--- src/hw/rtl/lbe_pkg.sv ---
// lbe_pkg: widths, control bit positions and shared structs for the load buffer entry
// used by lbe_core, lbe_out_reg and tomasulo_load_buffer_entry; no dependencies
package lbe_pkg;

    localparam int DATA_BITS    = 32;
    localparam int TAG_BITS     = 5;
    localparam int OP_BITS      = 8;
    localparam int CTL_BITS     = 4;
    localparam int LOOKUP_BITS  = TAG_BITS + 2;
    localparam int BUS_BITS     = DATA_BITS + TAG_BITS + 1;

    localparam int CTL_FLUSH    = 0;
    localparam int CTL_FREE     = 1;
    localparam int CTL_ALLOC    = 2;
    localparam int CTL_STALL    = 3;

    localparam int LOOK_PENDING = TAG_BITS + 1;
    localparam int LOOK_READY   = TAG_BITS;
    localparam int BUS_VALID    = DATA_BITS + TAG_BITS;
    localparam int MEM_DONE     = DATA_BITS;
    localparam int AGU_DONE     = DATA_BITS + 1;
    localparam int AGU_FAULT    = DATA_BITS;

    typedef struct packed {
        logic                 busy;
        logic [OP_BITS-1:0]   op_code;
        logic [DATA_BITS-1:0] base_value;
        logic [TAG_BITS-1:0]  base_wait_tag;
        logic                 base_waiting;
        logic [DATA_BITS-1:0] offset_value;
        logic [DATA_BITS-1:0] eff_address;
        logic                 address_ready;
        logic [DATA_BITS-1:0] load_data;
        logic                 load_done;
        logic [TAG_BITS-1:0]  rob_dest;
        logic                 seg_fault;
        logic                 result_sent;
    } entry_t;

    typedef struct packed {
        logic                 busy_res;
        logic                 agu_request;
        logic [DATA_BITS-1:0] agu_base;
        logic [DATA_BITS-1:0] agu_offset;
        logic                 mem_request;
        logic [DATA_BITS-1:0] mem_address;
        logic [OP_BITS-1:0]   mem_op;
        logic                 result_request;
        logic [DATA_BITS-1:0] result_value;
        logic                 result_exception;
        logic [TAG_BITS-1:0]  dest_tag;
    } result_t;

endpackage

--- src/hw/rtl/tomasulo_load_buffer_entry.sv ---
// tomasulo_load_buffer_entry: top level of one load buffer slot
// depends on lbe_pkg, lbe_core, lbe_out_reg
//
//  port group | dir | handshake          | carries
//  s_*        | in  | s_valid / s_ready  | one cycle of control and bus signals
//  m_*        | out | m_valid / m_ready  | the requests seen before that cycle's update
//
// one transfer per clock while s_ready is high; the result appears in the cycle after its input transfer
// s_ready is low only while the result register is full and m_ready is low
// aresetn clears the whole entry state and the result valid flag
module tomasulo_load_buffer_entry (
    input  logic                                 aclk,
    input  logic                                 aresetn,
    input  logic                                 s_valid,
    output logic                                 s_ready,
    input  logic [lbe_pkg::CTL_BITS-1:0]         s_control,
    input  logic [lbe_pkg::OP_BITS-1:0]          s_alloc_op,
    input  logic signed [lbe_pkg::DATA_BITS-1:0] s_alloc_offset,
    input  logic [lbe_pkg::TAG_BITS-1:0]         s_alloc_rob_tag,
    input  logic [lbe_pkg::LOOKUP_BITS-1:0]      s_base_lookup,
    input  logic [2*lbe_pkg::DATA_BITS-1:0]      s_base_values,
    input  logic [lbe_pkg::BUS_BITS-1:0]         s_bus_a,
    input  logic [lbe_pkg::BUS_BITS-1:0]         s_bus_b,
    input  logic [lbe_pkg::DATA_BITS:0]          s_mem_response,
    input  logic [lbe_pkg::DATA_BITS+1:0]        s_agu_response,
    output logic                                 m_valid,
    input  logic                                 m_ready,
    output logic                                 m_busy_res,
    output logic                                 m_agu_request,
    output logic [lbe_pkg::DATA_BITS-1:0]        m_agu_base,
    output logic signed [lbe_pkg::DATA_BITS-1:0] m_agu_offset,
    output logic                                 m_mem_request,
    output logic [lbe_pkg::DATA_BITS-1:0]        m_mem_address,
    output logic [lbe_pkg::OP_BITS-1:0]          m_mem_op,
    output logic                                 m_result_request,
    output logic [lbe_pkg::DATA_BITS-1:0]        m_result_value,
    output logic                                 m_result_exception,
    output logic [lbe_pkg::TAG_BITS-1:0]         m_dest_tag
);

    logic             xfer;
    logic             take_ok;
    lbe_pkg::result_t core_res;
    lbe_pkg::result_t out_res;

    assign s_ready = take_ok;
    assign xfer    = s_valid && take_ok;

    lbe_core u_core (
        .aclk          (aclk),
        .aresetn       (aresetn),
        .step          (xfer),
        .control       (s_control),
        .alloc_op      (s_alloc_op),
        .alloc_offset  (s_alloc_offset),
        .alloc_rob_tag (s_alloc_rob_tag),
        .base_lookup   (s_base_lookup),
        .base_values   (s_base_values),
        .bus_a         (s_bus_a),
        .bus_b         (s_bus_b),
        .mem_response  (s_mem_response),
        .agu_response  (s_agu_response),
        .result        (core_res)
    );

    lbe_out_reg u_out (
        .aclk     (aclk),
        .aresetn  (aresetn),
        .load     (xfer),
        .data_in  (core_res),
        .m_ready  (m_ready),
        .m_valid  (m_valid),
        .take_ok  (take_ok),
        .data_out (out_res)
    );

    assign m_busy_res         = out_res.busy_res;
    assign m_agu_request      = out_res.agu_request;
    assign m_agu_base         = out_res.agu_base;
    assign m_agu_offset       = $signed(out_res.agu_offset);
    assign m_mem_request      = out_res.mem_request;
    assign m_mem_address      = out_res.mem_address;
    assign m_mem_op           = out_res.mem_op;
    assign m_result_request   = out_res.result_request;
    assign m_result_value     = out_res.result_value;
    assign m_result_exception = out_res.result_exception;
    assign m_dest_tag         = out_res.dest_tag;

endmodule

--- src/hw/rtl/lbe_core.sv ---
// lbe_core: entry state registers, request outputs and per-transfer state update
// depends on lbe_pkg
module lbe_core (
    input  logic                               aclk,
    input  logic                               aresetn,
    input  logic                               step,
    input  logic [lbe_pkg::CTL_BITS-1:0]       control,
    input  logic [lbe_pkg::OP_BITS-1:0]        alloc_op,
    input  logic signed [lbe_pkg::DATA_BITS-1:0] alloc_offset,
    input  logic [lbe_pkg::TAG_BITS-1:0]       alloc_rob_tag,
    input  logic [lbe_pkg::LOOKUP_BITS-1:0]    base_lookup,
    input  logic [2*lbe_pkg::DATA_BITS-1:0]    base_values,
    input  logic [lbe_pkg::BUS_BITS-1:0]       bus_a,
    input  logic [lbe_pkg::BUS_BITS-1:0]       bus_b,
    input  logic [lbe_pkg::DATA_BITS:0]        mem_response,
    input  logic [lbe_pkg::DATA_BITS+1:0]      agu_response,
    output lbe_pkg::result_t                   result
);

    lbe_pkg::entry_t ent_reg;
    lbe_pkg::entry_t ent_next;

    always_ff @(posedge aclk) begin
        if (!aresetn) begin
            ent_reg <= '0;
        end else if (step) begin
            ent_reg <= ent_next;
        end
    end

    always_comb begin
        result.busy_res       = ent_reg.busy;
        result.agu_request    = ent_reg.busy && !ent_reg.base_waiting && !ent_reg.address_ready;
        result.agu_base       = ent_reg.base_value;
        result.agu_offset     = ent_reg.offset_value;
        result.mem_request    = ent_reg.busy && ent_reg.address_ready && !ent_reg.seg_fault
                                && !ent_reg.load_done;
        result.mem_address    = ent_reg.eff_address;
        result.mem_op         = ent_reg.op_code;
        result.dest_tag       = ent_reg.rob_dest;
        if (ent_reg.seg_fault) begin
            result.result_request   = ent_reg.busy && ent_reg.address_ready
                                      && !ent_reg.result_sent;
            result.result_value     = '0;
            result.result_exception = 1'b1;
        end else begin
            result.result_request   = ent_reg.busy && ent_reg.load_done && !ent_reg.result_sent;
            result.result_value     = ent_reg.load_data;
            result.result_exception = 1'b0;
        end
    end

    always_comb begin
        ent_next = ent_reg;
        if (control[lbe_pkg::CTL_FLUSH] || control[lbe_pkg::CTL_FREE]) begin
            ent_next.busy = 1'b0;
        end else begin
            if (control[lbe_pkg::CTL_ALLOC] && !ent_reg.busy) begin
                ent_next.busy          = 1'b1;
                ent_next.op_code       = alloc_op;
                ent_next.offset_value  = alloc_offset;
                ent_next.rob_dest      = alloc_rob_tag;
                ent_next.address_ready = 1'b0;
                ent_next.seg_fault     = 1'b0;
                ent_next.load_done     = 1'b0;
                ent_next.result_sent   = 1'b0;
                if (!base_lookup[lbe_pkg::LOOK_PENDING]) begin
                    ent_next.base_value   = base_values[lbe_pkg::DATA_BITS-1:0];
                    ent_next.base_waiting = 1'b0;
                end else if (base_lookup[lbe_pkg::LOOK_READY]) begin
                    ent_next.base_value   = base_values[2*lbe_pkg::DATA_BITS-1:lbe_pkg::DATA_BITS];
                    ent_next.base_waiting = 1'b0;
                end else begin
                    ent_next.base_wait_tag = base_lookup[lbe_pkg::TAG_BITS-1:0];
                    ent_next.base_waiting  = 1'b1;
                end
            end
            // bus a first so it wins on a double match
            if (ent_next.busy && ent_next.base_waiting && bus_a[lbe_pkg::BUS_VALID]
                && bus_a[lbe_pkg::BUS_VALID-1:lbe_pkg::DATA_BITS] == ent_next.base_wait_tag) begin
                ent_next.base_value   = bus_a[lbe_pkg::DATA_BITS-1:0];
                ent_next.base_waiting = 1'b0;
            end
            if (ent_next.busy && ent_next.base_waiting && bus_b[lbe_pkg::BUS_VALID]
                && bus_b[lbe_pkg::BUS_VALID-1:lbe_pkg::DATA_BITS] == ent_next.base_wait_tag) begin
                ent_next.base_value   = bus_b[lbe_pkg::DATA_BITS-1:0];
                ent_next.base_waiting = 1'b0;
            end
            if (ent_next.busy && (ent_next.load_done || ent_next.seg_fault)) begin
                ent_next.result_sent = 1'b1;
            end
            if (ent_next.busy && mem_response[lbe_pkg::MEM_DONE]) begin
                ent_next.load_data = mem_response[lbe_pkg::DATA_BITS-1:0];
                ent_next.load_done = 1'b1;
            end
            if (ent_next.busy && control[lbe_pkg::CTL_STALL]) begin
                ent_next.result_sent = 1'b0;
            end
            if (ent_next.busy && agu_response[lbe_pkg::AGU_DONE]) begin
                ent_next.eff_address   = agu_response[lbe_pkg::DATA_BITS-1:0];
                ent_next.address_ready = 1'b1;
                ent_next.seg_fault     = agu_response[lbe_pkg::AGU_FAULT];
            end
        end
    end

endmodule

--- src/hw/rtl/lbe_out_reg.sv ---
// lbe_out_reg: result register with valid/ready handshake toward the consumer
// depends on lbe_pkg
module lbe_out_reg (
    input  logic             aclk,
    input  logic             aresetn,
    input  logic             load,
    input  lbe_pkg::result_t data_in,
    input  logic             m_ready,
    output logic             m_valid,
    output logic             take_ok,
    output lbe_pkg::result_t data_out
);

    logic             valid_reg;
    logic             valid_next;
    lbe_pkg::result_t data_reg;

    assign take_ok = !valid_reg || m_ready;

    always_comb begin
        valid_next = valid_reg;
        if (load) begin
            valid_next = 1'b1;
        end else if (m_ready) begin
            valid_next = 1'b0;
        end
    end

    always_ff @(posedge aclk) begin
        if (!aresetn) begin
            valid_reg <= 1'b0;
        end else begin
            valid_reg <= valid_next;
        end
    end

    always_ff @(posedge aclk) begin
        if (load) begin
            data_reg <= data_in;
        end
    end

    assign m_valid  = valid_reg;
    assign data_out = data_reg;

endmodule
--- config.mk ---
export PLATFORM = sky130hd
export DESIGN_NAME = tomasulo_load_buffer_entry
export DESIGN_NICKNAME = d
export VERILOG_FILES = /design/src/hw/rtl/lbe_pkg.sv /design/src/hw/rtl/tomasulo_load_buffer_entry.sv /design/src/hw/rtl/lbe_core.sv /design/src/hw/rtl/lbe_out_reg.sv
export SDC_FILE = /design/constraint.sdc
export NUM_CORES = 1
export LEC_CHECK = 0
export BUFFER_PORTS_ARGS = -buffer_cell sky130_fd_sc_hd__clkbuf_2
export CORE_MARGIN = 2
export CORE_UTILIZATION = 39
export DETAILED_ROUTE_END_ITERATION = 7
export PLACE_DENSITY = 0.65
export SYNTH_ARGS = -nofsm -noshare
export SYNTH_HDL_FRONTEND = slang
export SYNTH_SLANG_ARGS = --single-unit
--- constraint.sdc ---
create_clock -name aclk -period 6.97 [get_ports aclk]
set_input_delay 0.697 -clock aclk [delete_from_list [all_inputs] [get_ports aclk]]
set_output_delay 0.697 -clock aclk [all_outputs]
set_load 0.005 [all_outputs]
* Yosys cells after proc, flatten, opt, wreduce, memory -nomap -nowiden
Index checks and enable logic that the tools add are counted.
Word-level totals: logic and storage cells 96, output and inout port bits 148, register bits after elaboration 299, bits of input ports 267
Operators by class: reductions and logical operators 42, bitwise operators 1, muxes and demuxes 25, equal/unequal tests 3
Operators by type and width (count):
- two-way mux 79 bit | 2
- two-way mux 32 bit | 4
- two-way mux 34 bit | 1
- logical AND 1 bit | 20
- two-way mux 8 bit | 2
- AND reduction 3 bit | 5
- two-way mux 1 bit | 14
- == test 5 bit | 2
- two-way mux 5 bit | 2
- nonzero test 4 bit | 2
- logical NOT 1 bit | 7
- nonzero test 2 bit | 3
- != test 5 x 2 -> 1 bit, second input constant | 1
- AND reduction 4 bit | 1
- logical OR 1 bit | 3
- AND reduction 2 bit | 1
- NOT 1 bit | 1

* Depth between registers and ports, before layout
Gate-level depths: netlist (run 1).
depth after elaboration 14, gate-level depth with buffers 10

* Cells and area by module
A second synthesis (run 1) with hierarchy kept.
Second synthesis, totals: cells, all modules 1139, area total of the unflattened synthesis 12291.8 um^2
Modules (own cells, without submodules):
- lbe_core | seq. area each 3042.9 um^2, area an instance 7852.5 um^2, cells an instance 988, times used 1
- lbe_out_reg | seq. area each 4404.2 um^2, area an instance 4433.0 um^2, cells an instance 150, times used 1
- tomasulo_load_buffer_entry | seq. area each 0.0 um^2, area an instance 6.3 um^2, cells an instance 1, times used 1

* Worst setup path after synthesis (run 1)
No wires, ideal clock.
path type input -> register, start input m_ready, end register u_out.data_reg, in the netlist u_out.data_out[0], enable pin, setup slack 2.686 ns, arrival time 3.785 ns, cell stages on the path 3, path buffers 0, path through nand2b_1 nand2_1 inv_1
Between the ends: cells in the longest elaborated chain, start to end 2
Ends and longest elaborated chain:
- start, declared | line tomasulo_load_buffer_entry.sv:27 | input logic m_ready,
- logical OR 1 bit | line lbe_out_reg.sv:18 | assign take_ok = !valid_reg || m_ready;
- logical AND 1 bit | line tomasulo_load_buffer_entry.sv:47 | assign xfer = s_valid && take_ok;
- named net u_core.step | line lbe_core.sv:6 | input logic step,
- end signal, assigned | line lbe_out_reg.sv:39 | data_reg <= data_in;
- end, declared | line lbe_out_reg.sv:16 | lbe_pkg::result_t data_reg;
The timed path passes the listed nets, and every way through them passes these cells. A chain may end at the register's enable or synchronous reset.

* Worst setup path in the final report (run 1)
start input s_base_lookup[6] (netlist bit), end register u_core.ent_reg, in the netlist u_core.result[112]
Between the ends: cells in the longest elaborated chain, start to end 13, elaborated cells on any way between the ends 20
Ends and longest elaborated chain:
- start, declared | line tomasulo_load_buffer_entry.sv:20 | input logic [lbe_pkg::LOOKUP_BITS-1:0] s_base_lookup,
- branches (longest 13 deep; another with two-way mux 79 bit)
- end signal, assigned | line lbe_core.sv:27 | ent_reg <= ent_next;
- end, declared | line lbe_core.sv:20 | lbe_pkg::entry_t ent_reg;
Several ways; the timed one is not identified. The select of a mux whose other input is x is not followed.

==> results of run 1 <==
stage by stage:
stage | power, uW | utilization | cell area, um^2
2_1_floorplan | 2080 | - | 11500
3_3_place_gp | 2250 | 0.480 | 13900
3_5_place_dp | 2250 | 0.480 | 13900
4_1_cts | 4000 | 0.518 | 15000
5_1_grt | 4100 | 0.518 | 15000
6_report | 3950 | 0.518 | 15000
power by group through the flow:
| stage | clock network, uW | logic (uW) | registers, uW |
|---|---|---|---|
| after global routing | 1860 | 310 | 1930 |
| final | 1750 | 281 | 1920 |
| after detailed placement | 0 | 283 | 1960 |
| after floorplan | 0 | 115 | 1970 |
| after CTS | 1790 | 285 | 1930 |
| after global placement | 0 | 283 | 1960 |
cells by family (layout without fill, tap and decap cells):
kind of cell / count (synthesis) / after routing / synth area share
flip-flops: 299 / 299 / 0.649
buffers and inverters: 110 / 525 / 0.0397
other: 0 / 1 / 0
XOR/XNOR: 10 / 10 / 0.00764
multiplexers: 36 / 36 / 0.0349
AND/OR/NAND/NOR: 373 / 373 / 0.148
AO/OA/AOI/OAI: 206 / 206 / 0.121
worst max-delay path, cell delays in order:
cell                        delay, ns
sky130_fd_sc_hd__clkbuf_2        0.65
sky130_fd_sc_hd__and4bb_1        0.58
sky130_fd_sc_hd__o2111ai_1       0.22
sky130_fd_sc_hd__a2111o_1        0.85
sky130_fd_sc_hd__nand3_1         0.28
sky130_fd_sc_hd__o211ai_1        0.12
sky130_fd_sc_hd__a32o_2          0.29
worst max-delay path by stage:
stage,startpoint,to,depth (start not counted),slack (ns)
final,s_base_lookup[6],u_core.result[112]$_SDFFE_PN0P_,7,3.69
after global routing,s_base_lookup[6],u_core.result[114]$_SDFFE_PN0P_,7,3.49
after CTS,s_base_lookup[6],u_core.result[131]$_SDFFE_PN0P_,9,3.74
after detailed placement,s_base_lookup[6],u_core.result[112]$_SDFFE_PN0P_,7,3.16
after global placement,s_base_lookup[6],u_core.result[117]$_SDFFE_PN0P_,7,3.24
after floorplan,m_ready,u_out.data_out[0]$_DFFE_PP_,3,2.69
synth_stat cells (2+ instances only):
cell type	number	share of area
sky130_fd_sc_hd__a21oi_1	124	0.054
sky130_fd_sc_hd__a32o_1	2	0.0017
sky130_fd_sc_hd__a32o_2	30	0.029
sky130_fd_sc_hd__and2_1	2	0.0011
sky130_fd_sc_hd__buf_2	4	0.0017
sky130_fd_sc_hd__buf_6	5	0.0049
sky130_fd_sc_hd__clkbuf_1	60	0.020
sky130_fd_sc_hd__dfxtp_1	153	0.27
sky130_fd_sc_hd__edfxtp_1	146	0.38
sky130_fd_sc_hd__inv_1	41	0.013
sky130_fd_sc_hd__mux2_2	32	0.031
sky130_fd_sc_hd__mux2i_1	4	0.0035
sky130_fd_sc_hd__nand2_1	235	0.077
sky130_fd_sc_hd__nand2b_1	39	0.021
sky130_fd_sc_hd__nand3_1	39	0.017
sky130_fd_sc_hd__nor2_1	8	0.0026
sky130_fd_sc_hd__nor2b_1	37	0.020
sky130_fd_sc_hd__nor3_1	3	0.0013
sky130_fd_sc_hd__nor3b_1	2	0.0013
sky130_fd_sc_hd__o2111ai_1	3	0.0023
sky130_fd_sc_hd__o211ai_1	33	0.022
sky130_fd_sc_hd__o21ai_0	5	0.0022
sky130_fd_sc_hd__xnor2_1	6	0.0046
sky130_fd_sc_hd__xor2_1	4	0.0031
layout make-up:
class	instances	area, um^2
flip-flops and latches	299	7450
repair buffers	427	2170
clock buffers	42	867
fillers	2658	13900
clock inverters	15	234
well taps	384	480
diodes	1	2.50
multi-input cells	625	3590
inverters	41	161
cell usage in the layout (no fill, tap or decap), drive strengths merged, types with 2 or more instances in the layout:
master      n
nand2b     39
nand3      39
o2111ai     3
buf        13
edfxtp    146
nor2b      37
xnor2       6
nor3b       2
nor2        8
mux2       32
bufinv      5
dfxtp     153
clkinvlp    3
a32o       32
clkinv      5
inv        43
clkbuf    456
xor2        4
o21ai       5
nor3        4
nand2     235
mux2i       4
and2        2
o211ai     33
a21oi     124
per-layer routing:
layer | wire length, um | vias up
met4 | 1010 | 0
met3 | 2560 | 61
met5 | 0 | -
met1 | 12800 | 4281
li1 | - | 4386
met2 | 16200 | 364
==> results, run 1 <==
- The flow ran to the end, and the final reports show no timing, DRC or antenna violations.
- For this run, global-route usage on met3 was measured as 0.0478.
- The global-route congestion overflow total is 0.
- Setup repair after global routing left no endpoint under its margin.
- The nature of the critical path endpoint is a flip-flop.
- The fraction of met2 tracks used by global routing is 0.363.
- The clock tree root driver cell is sky130_fd_sc_hd__clkbuf_16.
- The number of nets handed over by synthesis was 1301.
- The initial antenna violation count came to 2.
- The count of non-filler cells in the finished layout is 1834.
- At the end of routability-driven placement, the weighted congestion stood at approximately 0.86.
- Of the synthesized area, sequential elements account for 0.649.
- For this design the static power due to leakage is 0.00633 uW.
- Of the available clock period, the critical path in the final layout requires 0.470.
- The clock arrives with 0.0161 ns of skew.
- The placeable core area is between 0.02 and 0.03 mm^2.
- The clock slew seen by the registers of the worst setup and hold paths is 0.06 ns.
- The floorplan step set the die height to 175 um.
- Before CTS, the worst setup slack after placement is 3.16 ns.
- The cell count of the worst hold path is 3.
- The sink of the worst hold path is u_core.result[52]$_SDFFE_PN0P_.
- Post-CTS repair changed the size of 0 cells.
- The number of max-cap violations is 0.
- The transition time of the tightest slew-check pin is 1.14 ns.
- The fraction of final layout cells sized beyond drive strength 1 is 0.379.
- After detailed placement, the design holds a cell count of 1776.
- Using the TritonRoute via totals, the vias-per-cell ratio works out to 4.96.
- The proportion of power drawn by combinational gates is 0.071.
- The arrival time at the worst endpoint is ~3.7 ns.
- Across all layers, the routed design uses around 9100 vias.
- The power per unit of standard cell area is 264 mW/mm^2.
- Of the total power, the share spent switching nets is 0.217.
- The worst pin sits at a relative slew slack of 0.242.
- The number of endpoints failing setup at the final stage is 0.
- The path type of the worst setup path is in2reg.
- The data required time at the worst endpoint is around 7.4 ns.
- Relative to the synthesized area, the layout overhead comes to 30.4%.
- The detail route stage leaves a number of antenna-violating nets equal to 0.
- In the routed design, unresolved DRC markers number 0.
- The register with the most flip-flops in the layout has 146 of them.
- The dominant register cell in the synthesized netlist is sky130_fd_sc_hd__dfxtp_1.
- Measured along the x axis, the die boundary spans 175 um.
- The endpoint identified for the worst register-to-register timing path is u_core.result[112]$_SDFFE_PN0P_.
- The length of the first detailed-routing pass in iterations is 5.
- The proportion of power drawn by the clock network is 0.442.
- The I/O pin count is 415.
- The most utilized layer in the global route result is met2.
- The largest net degree at the start of global routing is between 80 and 90.
- The number of buffers created by CTS is 31.
- In the final routed layout, each cell accounts on average for between 15 and 20 um.
- During synthesis, Yosys emitted a total of 0 warnings.
- Setup slack on the worst reg-to-reg path comes out at 4.06 ns.
- The internal power is 3090 uW.
- The proportion of power drawn by flip-flops and latches is 0.487.
- The post-synthesis sequential element count is approximately 300.
- The number of different library cells used by synthesis comes to 41.
- The clock period could shrink to 3.28 ns.
- The number of buffers added on ports is 414.
- The number of pins exceeding their max-slew limit in the final report is 0.
- The detailed router finished its first iteration with 638 violations.
- The floorplan step defined a die boundary enclosing 0.0308 mm^2.
- The quantity of hold-fixing buffers added after cts is 0.
- Measured in cells, the most critical reg-to-reg path has a length of 6.
- For this run, the total global-route usage over all layers was measured as 0.204.
- The TritonCTS clock tree is yes.
- Buffers added to address setup during post-CTS repair amount to 0.
- The start of the worst register-to-register path is u_core.result[145]$_SDFFE_PN0P_.
- Summed over all nets, the half-perimeter wirelength after detailed placement is 22.8 mm.
- Setup slack closes at roughly 3.7 ns.
- The worst-case IR drop observed on VDD is 0.173 mV.
- The number of endpoints with negative hold slack in the final report is 0.
- The buffer depth of the longest clock path is 3.
- The number of rows created at floorplan is between 60 and 70.
- The number of H-tree levels is 1.
- The synthesized design contains 146 enable-type register cells.
- The startpoint of the most critical hold path is s_agu_response[5].
- Setup total negative slack on the finished layout was measured at 0 ns.
- The synthesized netlist cell count is 1034.
- The TritonCTS sink count is approximately 300.
- The worst min-delay path category is in2reg.
- The initial utilization of the core area, before any placement, comes to 0.397.
- For this run, global-route usage on met1 was measured as 0.241.
- On the final layout, the worst hold slack is 0.365 ns.
- At the later pin of the worst-skew pair, clock insertion delay measures 0.55 ns.
- The via count of the first global-routing pass is between 9000 and 10000.
- The post-layout net count is 1692.
- The first global-routing pass estimated slightly below 50 mm of wire.
- A synthesized cell averages roughly 11 um^2.
- Summed over all nets, the switching power comes to 859 uW.
- STA classifies the critical path startpoint as a primary input.
- The total routed wirelength is 32.6 mm.
- The async set-or-reset flop fraction in the synthesized netlist is 0.
- The maximum net fanout on the critical path is 35.
- The cell area that synthesis handed to floorplanning was 0.0115 mm^2.
- The timing-limited maximum frequency is 305 MHz.
Note: power is estimated with default switching activity, not from simulation.
==> run 2: changes to the inputs <==
ABC_AREA = 1   (was default)
PLACE_DENSITY = default   (was 0.65)
clock period = 3.05 ns   (was 6.97 ns; I/O delays follow)
==> run 2 against run 1 <==
Cell count grew 19%. Die area increased by 3.3%. Register-to-register slack got worse by 3.7 ns. Hold slack lost 0.35 ns. Largest power group unchanged. Critical endpoint is now u_core.result[123]$_SDFFE_PN0P_. Routed wire length grew 6.2%. Design area grew 5.1%. Sequential power up 130%.
==> results, run 2 <==
- STA classifies the critical path endpoint as a flip-flop.
- The fraction of the yosys area taken by sequential cells is 0.628 (-0.0214).
- The maximum net fanout on the critical path is 32 (-8.6%).
- The largest area contributor in the netlist is sky130_fd_sc_hd__edfxtp_1.
- The number of endpoints failing setup at the final stage is 0 (unchanged).
- In the post-synthesis netlist, the biggest area contributors are sky130_fd_sc_hd__edfxtp_1 (37%), sky130_fd_sc_hd__dfxtp_1 (26%), sky130_fd_sc_hd__nand2_1 (9.4%).
- The post-synthesis sequential element count came to 299 (unchanged).
- The routed via count divided by cell count was 4.84 (-2.5%).
- The via count of the first global-routing pass is 9995 (+10%).
- The number of endpoints with negative hold slack in the final report is 0 (unchanged).
- The I/O pin count was 415 (unchanged).
- The width of the die is 178 um (+1.7%).
- The post-layout net count was 2026 (+20%).
- The utilization after layout came to 0.528 (+0.00933).
- The TritonCTS sink count was 299 (unchanged).
- The tightest slew margin relative to the limit is 0.417 (+0.174).
- CTS placed an instance of sky130_fd_sc_hd__clkbuf_16 at the clock tree root.
- The setup clock skew after layout was 0.0214 ns (+0.00536 ns).
- Traced cell by cell, the critical path runs through nor2_2 -> nand2_4 -> nand2_1 -> nand2_1 -> nand2_1 -> nand2_1 -> nor2_4 -> nand3_4 -> nand3_2 -> nand2_2 -> nand2_4 -> buf_4 -> nand2_1 -> nand2_1 -> nor2_1.
- The growth of design area from synthesis to finish is 32.6%.
- The number of flip-flops in the largest register is 146 (unchanged).
- The length of the first detailed-routing pass in iterations is 5 (unchanged).
- After synthesis, the most frequently instantiated cells are sky130_fd_sc_hd__nand2_1 (298), sky130_fd_sc_hd__nor2_1 (258), sky130_fd_sc_hd__dfxtp_1 (153), sky130_fd_sc_hd__edfxtp_1 (146), sky130_fd_sc_hd__o21ai_0 (117).
- The share of the synthesized area in compound gates (AO/OA/AOI/OAI) is 0.0842 (-0.0365).
- The initial core utilization came to 0.398 (+0.000629).
- The Yosys warning count is 0 (unchanged).
- By area, the combinational part of the netlist is dominated by simple AND/OR/NAND/NOR gates.
- The number of buffers created by CTS was 30 (-3.2%).
- The net switching share of the total power is 0.225 (+0.00810).
- The netlist area before placement was 0.0119 mm^2 (+3.4%).
- The number of H-tree levels was 1 (unchanged).
- The clock slew seen by the registers of the worst setup and hold paths is 0.06 ns (about the same).
- The area share of the largest cell type after synthesis is 0.370 (-0.0126).
- The post-synthesis share of cell area spent on full adders, half adders and majority gates came to 0 (unchanged).
- The count of flip-flops with a built-in enable after synthesis is 146 (unchanged).
- The post-synthesis xor/xnor area fraction is 0 (-0.00764).
- The worst setup path is of the reg2reg kind.
- The post-detailed-route count of antenna-violating nets was 0 (unchanged).
- The async set-or-reset flop fraction in the synthesized netlist is 0 (unchanged).
- The number of pins exceeding their max-slew limit in the final report came to 0 (unchanged).
- The largest stage delay on the critical path was 0.44 ns (-0.41 ns).
- The reported net switching power is 2070 uW (+140%).
- Setup repair after global routing left no endpoint under its margin.
- The static leakage was 0.00745 uW (+18%).
- The most frequent cell on the critical path is sky130_fd_sc_hd__nand2_1.
- The die span in y was 178 um (+1.7%).
- The area of the die is 0.0318 mm^2 (+3.3%).
- The transition time of the tightest slew-check pin came to 0.875 ns (-0.261 ns).
- The count of buffers added by post-CTS timing repair for setup is 0 (unchanged).
- The run finished with clean final reports.
- Among all cell types in the netlist, the one instantiated most often is sky130_fd_sc_hd__nand2_1.
- The number of buffers added on ports came to 414 (unchanged).
- The most common library cell in the layout ignoring fill and taps is sky130_fd_sc_hd__clkbuf_2.
- The worst setup path is launched from a flip-flop.
- The total routed wirelength is 34.6 mm (+6.2%).
- The arrival time at the worst endpoint was 3.10 ns (-0.61 ns).
- The library cells used most frequently in the layout, excluding fill and tap cells, are sky130_fd_sc_hd__clkbuf_2 (413), sky130_fd_sc_hd__nand2_1 (296), sky130_fd_sc_hd__nor2_1 (257), sky130_fd_sc_hd__dfxtp_1 (152), sky130_fd_sc_hd__edfxtp_1 (146).
- The proportion of power drawn by the clock network is 0.426 (-0.016).
- In this run the worst hold path is classified as in2reg.
- The count of unique library cells instantiated by Yosys came to 28 (-32%).
- The count of buffering cells on the critical path with inverters included is 1 (unchanged).
- The total DRC errors in the routed layout is 0 (unchanged).
- The total routing usage reported by global routing is 0.208 (+0.00379).
- The kind of cell adding the most delay to the critical path is simple AND/OR/NAND/NOR gates.
- The TritonCTS clock tree is yes.
- The internal power was 7130 uW (+130%).
- The share of the clock period used by the worst path after layout is 0.870.
- On the critical path, the stage with the largest delay is an instance of sky130_fd_sc_hd__nor2_2.
- The number of DRC markers after the initial detailed-route iteration is 719 (+13%).
- The number of max-cap violations is 0 (unchanged).
- The smallest clock period supported by the final layout is computed as around 2.7 ns.
- The buffer depth of the longest clock path is 3 (unchanged).
- The portion of netlist area occupied by mux cells came to 0 (-0.0349).
- The routed wire length per instance came to 15.9 um (-11%).
- The number of rows created at floorplan came to 63 (+1.6%).
- The total vias in the final route came to 10500 (+16%).
- The global-route congestion overflow total is 0 (unchanged).
- The first-pass GRT wire length is 51.9 mm (+4.8%).
- The initial antenna violation count came to 6 (+4).
- The routability congestion estimate from global placement is 0.874 (+1.8%).
- The largest net degree at the start of global routing is 83 (-1.2%).
- The power per unit of standard cell area came to 585 mW/mm^2 (+120%).
- The worst IR drop on VDD is 0.419 mV (+140%).
- The quantity of gates resized following cts is 0 (unchanged).
- The fraction of final layout cells sized beyond drive strength 1 is 0.285 (-0.0940).
- Among all flip-flop cells after synthesis, the most frequent one is sky130_fd_sc_hd__dfxtp_1.
- The clock latency of the later-clocked register in the worst-skew pair came to 0.55 ns (about the same).
- The post-route setup TNS is 0 ns (unchanged).
- The average footprint of a synthesized cell is 8.88 um^2 (-20%).
- The proportion of power drawn by combinational gates is 0.090 (+0.019).
- The post-synth net total was 1602 (+23%).
- The proportion of power drawn by flip-flops and latches is 0.484 (-0.003).
- The timing-limited maximum frequency is 377 MHz.
- The total half-perimeter wirelength after legalization and detailed placement is 24.6 mm (+8.0%).
- The data required time at the worst endpoint is 3.49 ns (-3.92 ns).
- The synthesized netlist cell count is 1335 (+29%).
- The area fraction in and, or, nand and nor cells after synthesis is 0.230 (+0.0822).
- The placeable core area is 0.0298 mm^2 (+3.3%).
## run 2: cell count changes after synthesis, sizes merged, moves of 33 or more
cell | previous run | this run
o211ai | 33 | 0
a21oi | 124 | 77
nor2 | 8 | 265
o21ai | 5 | 118
inv | 41 | 96
nand2 | 235 | 301
nor2b | 37 | 0
nand2b | 39 | 0
## run 2: final cells by class
type                    instances  area [um^2]
diodes                          3         7.51
clock buffers                  45          868
clock inverters                11          191
fillers                      2792        14100
inverters                      96          364
multi-input cells             859         3750
flip-flops and latches        299         7450
well taps                     390          488
repair buffers                473         2600
## run 2: kinds of logic (layout without fill, tap and decap cells)
logic type,Yosys count,count (layout)
and+or+nand+nor,661,661
DFF,299,299
AOI/OAI and AO/OA,198,198
buffers and inverters,177,625
other,0,3
## run 2: path summary, 6_finish.rpt
path | from | endpoint | slack (ns) | depth (start not counted)
worst max register to register | u_core.result[145]$_SDFFE_PN0P_ | u_core.result[123]$_SDFFE_PN0P_ | 0.40 | 15
worst min-delay path | s_alloc_op[3] | u_core.result[42]$_SDFFE_PN0P_ | 0.02 | 3
worst min register to register | u_core.result[72]$_SDFFE_PN0P_ | u_out.data_out[72]$_DFFE_PP_ | 0.42 | 0
worst max-delay path | u_core.result[145]$_SDFFE_PN0P_ | u_core.result[123]$_SDFFE_PN0P_ | 0.40 | 15
## run 2: per-stage QoR
step	hold slack, ns	power, uW	instances	instance area [um^2]	setup slack, ns
after floorplan	0.403	4910	1335	11900	0.000565
after global placement	0.407	5330	2083	14300	0.409
after detailed placement	0.408	5340	2083	14300	0.327
after CTS	0.000289	9300	2173	15700	0.393
after global routing	0.0147	9550	2176	15700	0.0833
final	0.0184	9200	2176	15700	0.396
## run 2: worst min-delay path: stages
cell                       delay [ns]
sky130_fd_sc_hd__clkbuf_2        0.09
sky130_fd_sc_hd__nor2_1          0.04
sky130_fd_sc_hd__nor2_1          0.09
## run 2: timing repair
| action | CTS | global route |
|---|---|---|
| hold endpoints to repair | 34 | 0 |
| setup endpoints to repair | 0 | 0 |
| hold buffers | 34 | 0 |
## run 2: power by group through the flow
stage	registers, uW	logic [uW]	clock network [uW]
floorplan	4550	360	0
CTS	4450	838	4000
finish	4450	832	3910
global placement	4530	794	0
global route	4470	930	4150
detailed placement	4540	798	0
## run 2: metal layers
metal	share of wire	GRT usage
met1	0.39	0.244
met2	0.48	0.362
met3	0.092	0.0535
met4	0.035	0.0850
met5	0.0012	0
==> run 3: changes to the inputs <==
ABC_AREA = 0   (was 1)
PLACE_DENSITY = 0.65   (was default)
==> run 3 against run 2 <==
Design area rose by 2.0%. Cell count shrank 10%. Via count down 10%. Clock skew decreased by 0.012 ns. Sequential share of layout area shrank 0.94 points. Critical endpoint is now u_core.result[120]$_SDFFE_PN0P_. Largest cell class unchanged. Largest power group unchanged. Highest routed layer unchanged.
==> results, run 3 (synthesized netlist as in run 1, its figures left out) <==
- The total routing usage reported by global routing is 0.205 (-0.00296).
- The number of DRC markers after the initial detailed-route iteration is 548 (-24%).
- The post-route setup TNS was 0 ns (unchanged).
- The launching element type of the critical path is a flip-flop.
- The flow ran to the end, and the final reports show no timing, DRC or antenna violations.
- The minimum clock period after layout is 2.68 ns (+0.0232 ns).
- The routed wire length per instance was 16.9 um (+6.4%).
- The cell area after placement is 0.0140 mm^2 (-2.5%).
- The largest net degree at the start of global routing is 79 (-4.8%).
- The width of the die is 175 um (-1.6%).
- The TritonCTS clock tree is yes.
- The number of endpoints with negative hold slack in the final report is 0 (unchanged).
- The number of H-tree levels is 1 (unchanged).
- The number of pins exceeding their max-slew limit in the final report came to 0 (unchanged).
- The filler cell count in the final layout is 2533 (-9.3%).
- The number of rows created at floorplan was 62 (-1.6%).
- The I/O pin count is 415 (unchanged).
- The total DRC errors in the routed layout is 0 (unchanged).
- The share of the clock period used by the worst path after layout is 0.878 (+0.00761).
- The setup clock skew after layout is 0.00958 ns (-0.0118 ns).
- The static leakage came to 0.00679 uW (-8.9%).
- The length of the first detailed-routing pass in iterations is 6 (+1).
- The total half-perimeter wirelength after legalization and detailed placement came to 22.3 mm (-9.4%).
- The combined area of the multi-input logic cells is 0.00361 mm^2 (-3.8%).
- The first-pass GRT wire length came to 50.4 mm (-2.9%).
- The tightest slew margin relative to the limit was 0.414 (-0.00247).
- The placeable core area is 0.0289 mm^2 (-3.1%).
- The min-delay analysis places its worst path in the category in2reg.
- The arrival time at the worst endpoint is 3.17 ns (+0.07 ns).
- The number of buffers added on ports was 414 (unchanged).
- The power per unit of standard cell area is 552 mW/mm^2 (-5.7%).
- The utilization after layout is 0.556 (+0.0281).
- The number of max-cap violations was 0 (unchanged).
- Leaving out fill and tap cells, the most frequent cell in the layout is sky130_fd_sc_hd__clkbuf_2.
- The die span in y came to 175 um (-1.6%).
- The post-detailed-route count of antenna-violating nets is 0 (unchanged).
- The clock latency of the later-clocked register in the worst-skew pair is 0.55 ns (about the same).
- The initial antenna violation count came to 4 (-2).
- The number of buffers created by CTS is 30 (unchanged).
- The area of the die is 0.0308 mm^2 (-3.2%).
- The total routed wirelength is 33.1 mm (-4.6%).
- The timing-limited maximum frequency is 373 MHz (-0.87%).
- The number of endpoints failing setup at the final stage was 0 (unchanged).
- The fraction of final layout cells sized beyond drive strength 1 came to 0.354 (+0.0693).
- The worst IR drop on VDD is 0.473 mV (+13%).
- The TritonCTS sink count came to 299 (unchanged).
- The nature of the critical path endpoint is a flip-flop.
- The clock slew seen by the registers of the worst setup and hold paths was 0.06 ns (about the same).
- The number of flip-flops in the largest register is 146 (unchanged).
- The register area is 0.00745 mm^2 (about the same).
- The maximum net fanout on the critical path came to 32 (unchanged).
- The final non-filler cell area is 0.0160 mm^2 (+2.0%).
- The total vias in the final route was 9460 (-10%).
- The initial core utilization is 0.397 (-0.000629).
- The routability congestion estimate from global placement is 0.845 (-3.3%).
- The growth of design area from synthesis to finish is 39.8%.
- The via count of the first global-routing pass is 9508 (-4.9%).
- The data required time at the worst endpoint is 3.54 ns (+0.05 ns).
- The post-layout net count came to 1807 (-11%).
- The critical path is of the reg2reg type.
- Setup repair after global routing left no endpoint under its margin.
- In the layout the commonest cells are sky130_fd_sc_hd__clkbuf_2 (414), sky130_fd_sc_hd__nand2_1 (233), sky130_fd_sc_hd__dfxtp_1 (153), sky130_fd_sc_hd__edfxtp_1 (146), sky130_fd_sc_hd__a21oi_1 (124).
- The count of buffers added by post-CTS timing repair for setup is 0 (unchanged).
- CTS placed an instance of sky130_fd_sc_hd__clkbuf_16 at the clock tree root.
- The global-route congestion overflow total is 0 (unchanged).
- The buffer depth of the longest clock path is 3 (unchanged).
- The routed via count divided by cell count is 4.85 (+0.28%).
- The transition time of the tightest slew-check pin is 0.879 ns (+0.00371 ns).
[run 3: final timing paths]
path / from / end / slack [ns] / depth (start not counted)
max: u_core.result[145]$_SDFFE_PN0P_ / u_core.result[120]$_SDFFE_PN0P_ / 0.37 / 8
min: s_alloc_offset[15] / u_core.result[95]$_SDFFE_PN0P_ / 0.02 / 3
max reg2reg: u_core.result[145]$_SDFFE_PN0P_ / u_core.result[120]$_SDFFE_PN0P_ / 0.37 / 8
min reg2reg: u_core.result[0]$_SDFFE_PN0P_ / u_out.data_out[0]$_DFFE_PP_ / 0.42 / 0
[run 3: repair_timing]
item,4_1_cts,5_1_grt
endpoints found under the setup margin,0,0
endpoints found under the hold margin,106,1
hold buffers,106,1
resized for setup,0,0
[run 3: report_power, final]
part / switching, uW / internal, uW / total (uW)
Combinational: 370 / 397 / 767
Clock: 1520 / 2170 / 3690
Sequential: 48.9 / 4350 / 4400
Total: 1940 / 6910 / 8850
[run 3: cell type report]
type	count	area share
Sequential cell	299	0.464
Multi-Input combinational cell	625	0.225
Timing Repair Buffer	543	0.208
Clock buffer	42	0.0521
Tap cell	384	0.0300
Clock inverter	14	0.0101
Inverter	41	0.00999
Antenna cell	3	0.000468
[run 3: critical path, cell delays in order (launching register included)]
cell and delay, ns:
sky130_fd_sc_hd__dfxtp_1 0.32, sky130_fd_sc_hd__buf_4 0.17, sky130_fd_sc_hd__nand4bb_1 0.31, sky130_fd_sc_hd__a211oi_1 0.32, sky130_fd_sc_hd__o2111ai_1 0.21, sky130_fd_sc_hd__or3_1 0.41
sky130_fd_sc_hd__a311oi_4 0.21, sky130_fd_sc_hd__buf_4 0.41, sky130_fd_sc_hd__a32o_2 0.25
[run 3: through the flow]
| step | cells | hold slack, ns | setup WS [ns] | total power [uW] |
|---|---|---|---|---|
| 2_1_floorplan | 1034 | 0.406 | -0.0208 | 4760 |
| 3_3_place_gp | 1785 | 0.410 | 0.386 | 5140 |
| 3_5_place_dp | 1785 | 0.413 | 0.345 | 5140 |
| 4_1_cts | 1947 | 0.00174 | 0.371 | 8930 |
| 5_1_grt | 1951 | 0.00946 | 0.189 | 9170 |
| 6_report | 1951 | 0.0178 | 0.372 | 8850 |
[run 3: metal layers]
layer,global-route usage,vias up,routed length [um]
met5,0,-,13
met4,0.0795,2,1230
met3,0.0539,74,2610
met2,0.364,395,16400
met1,0.237,4368,12800
li1,-,4621,-
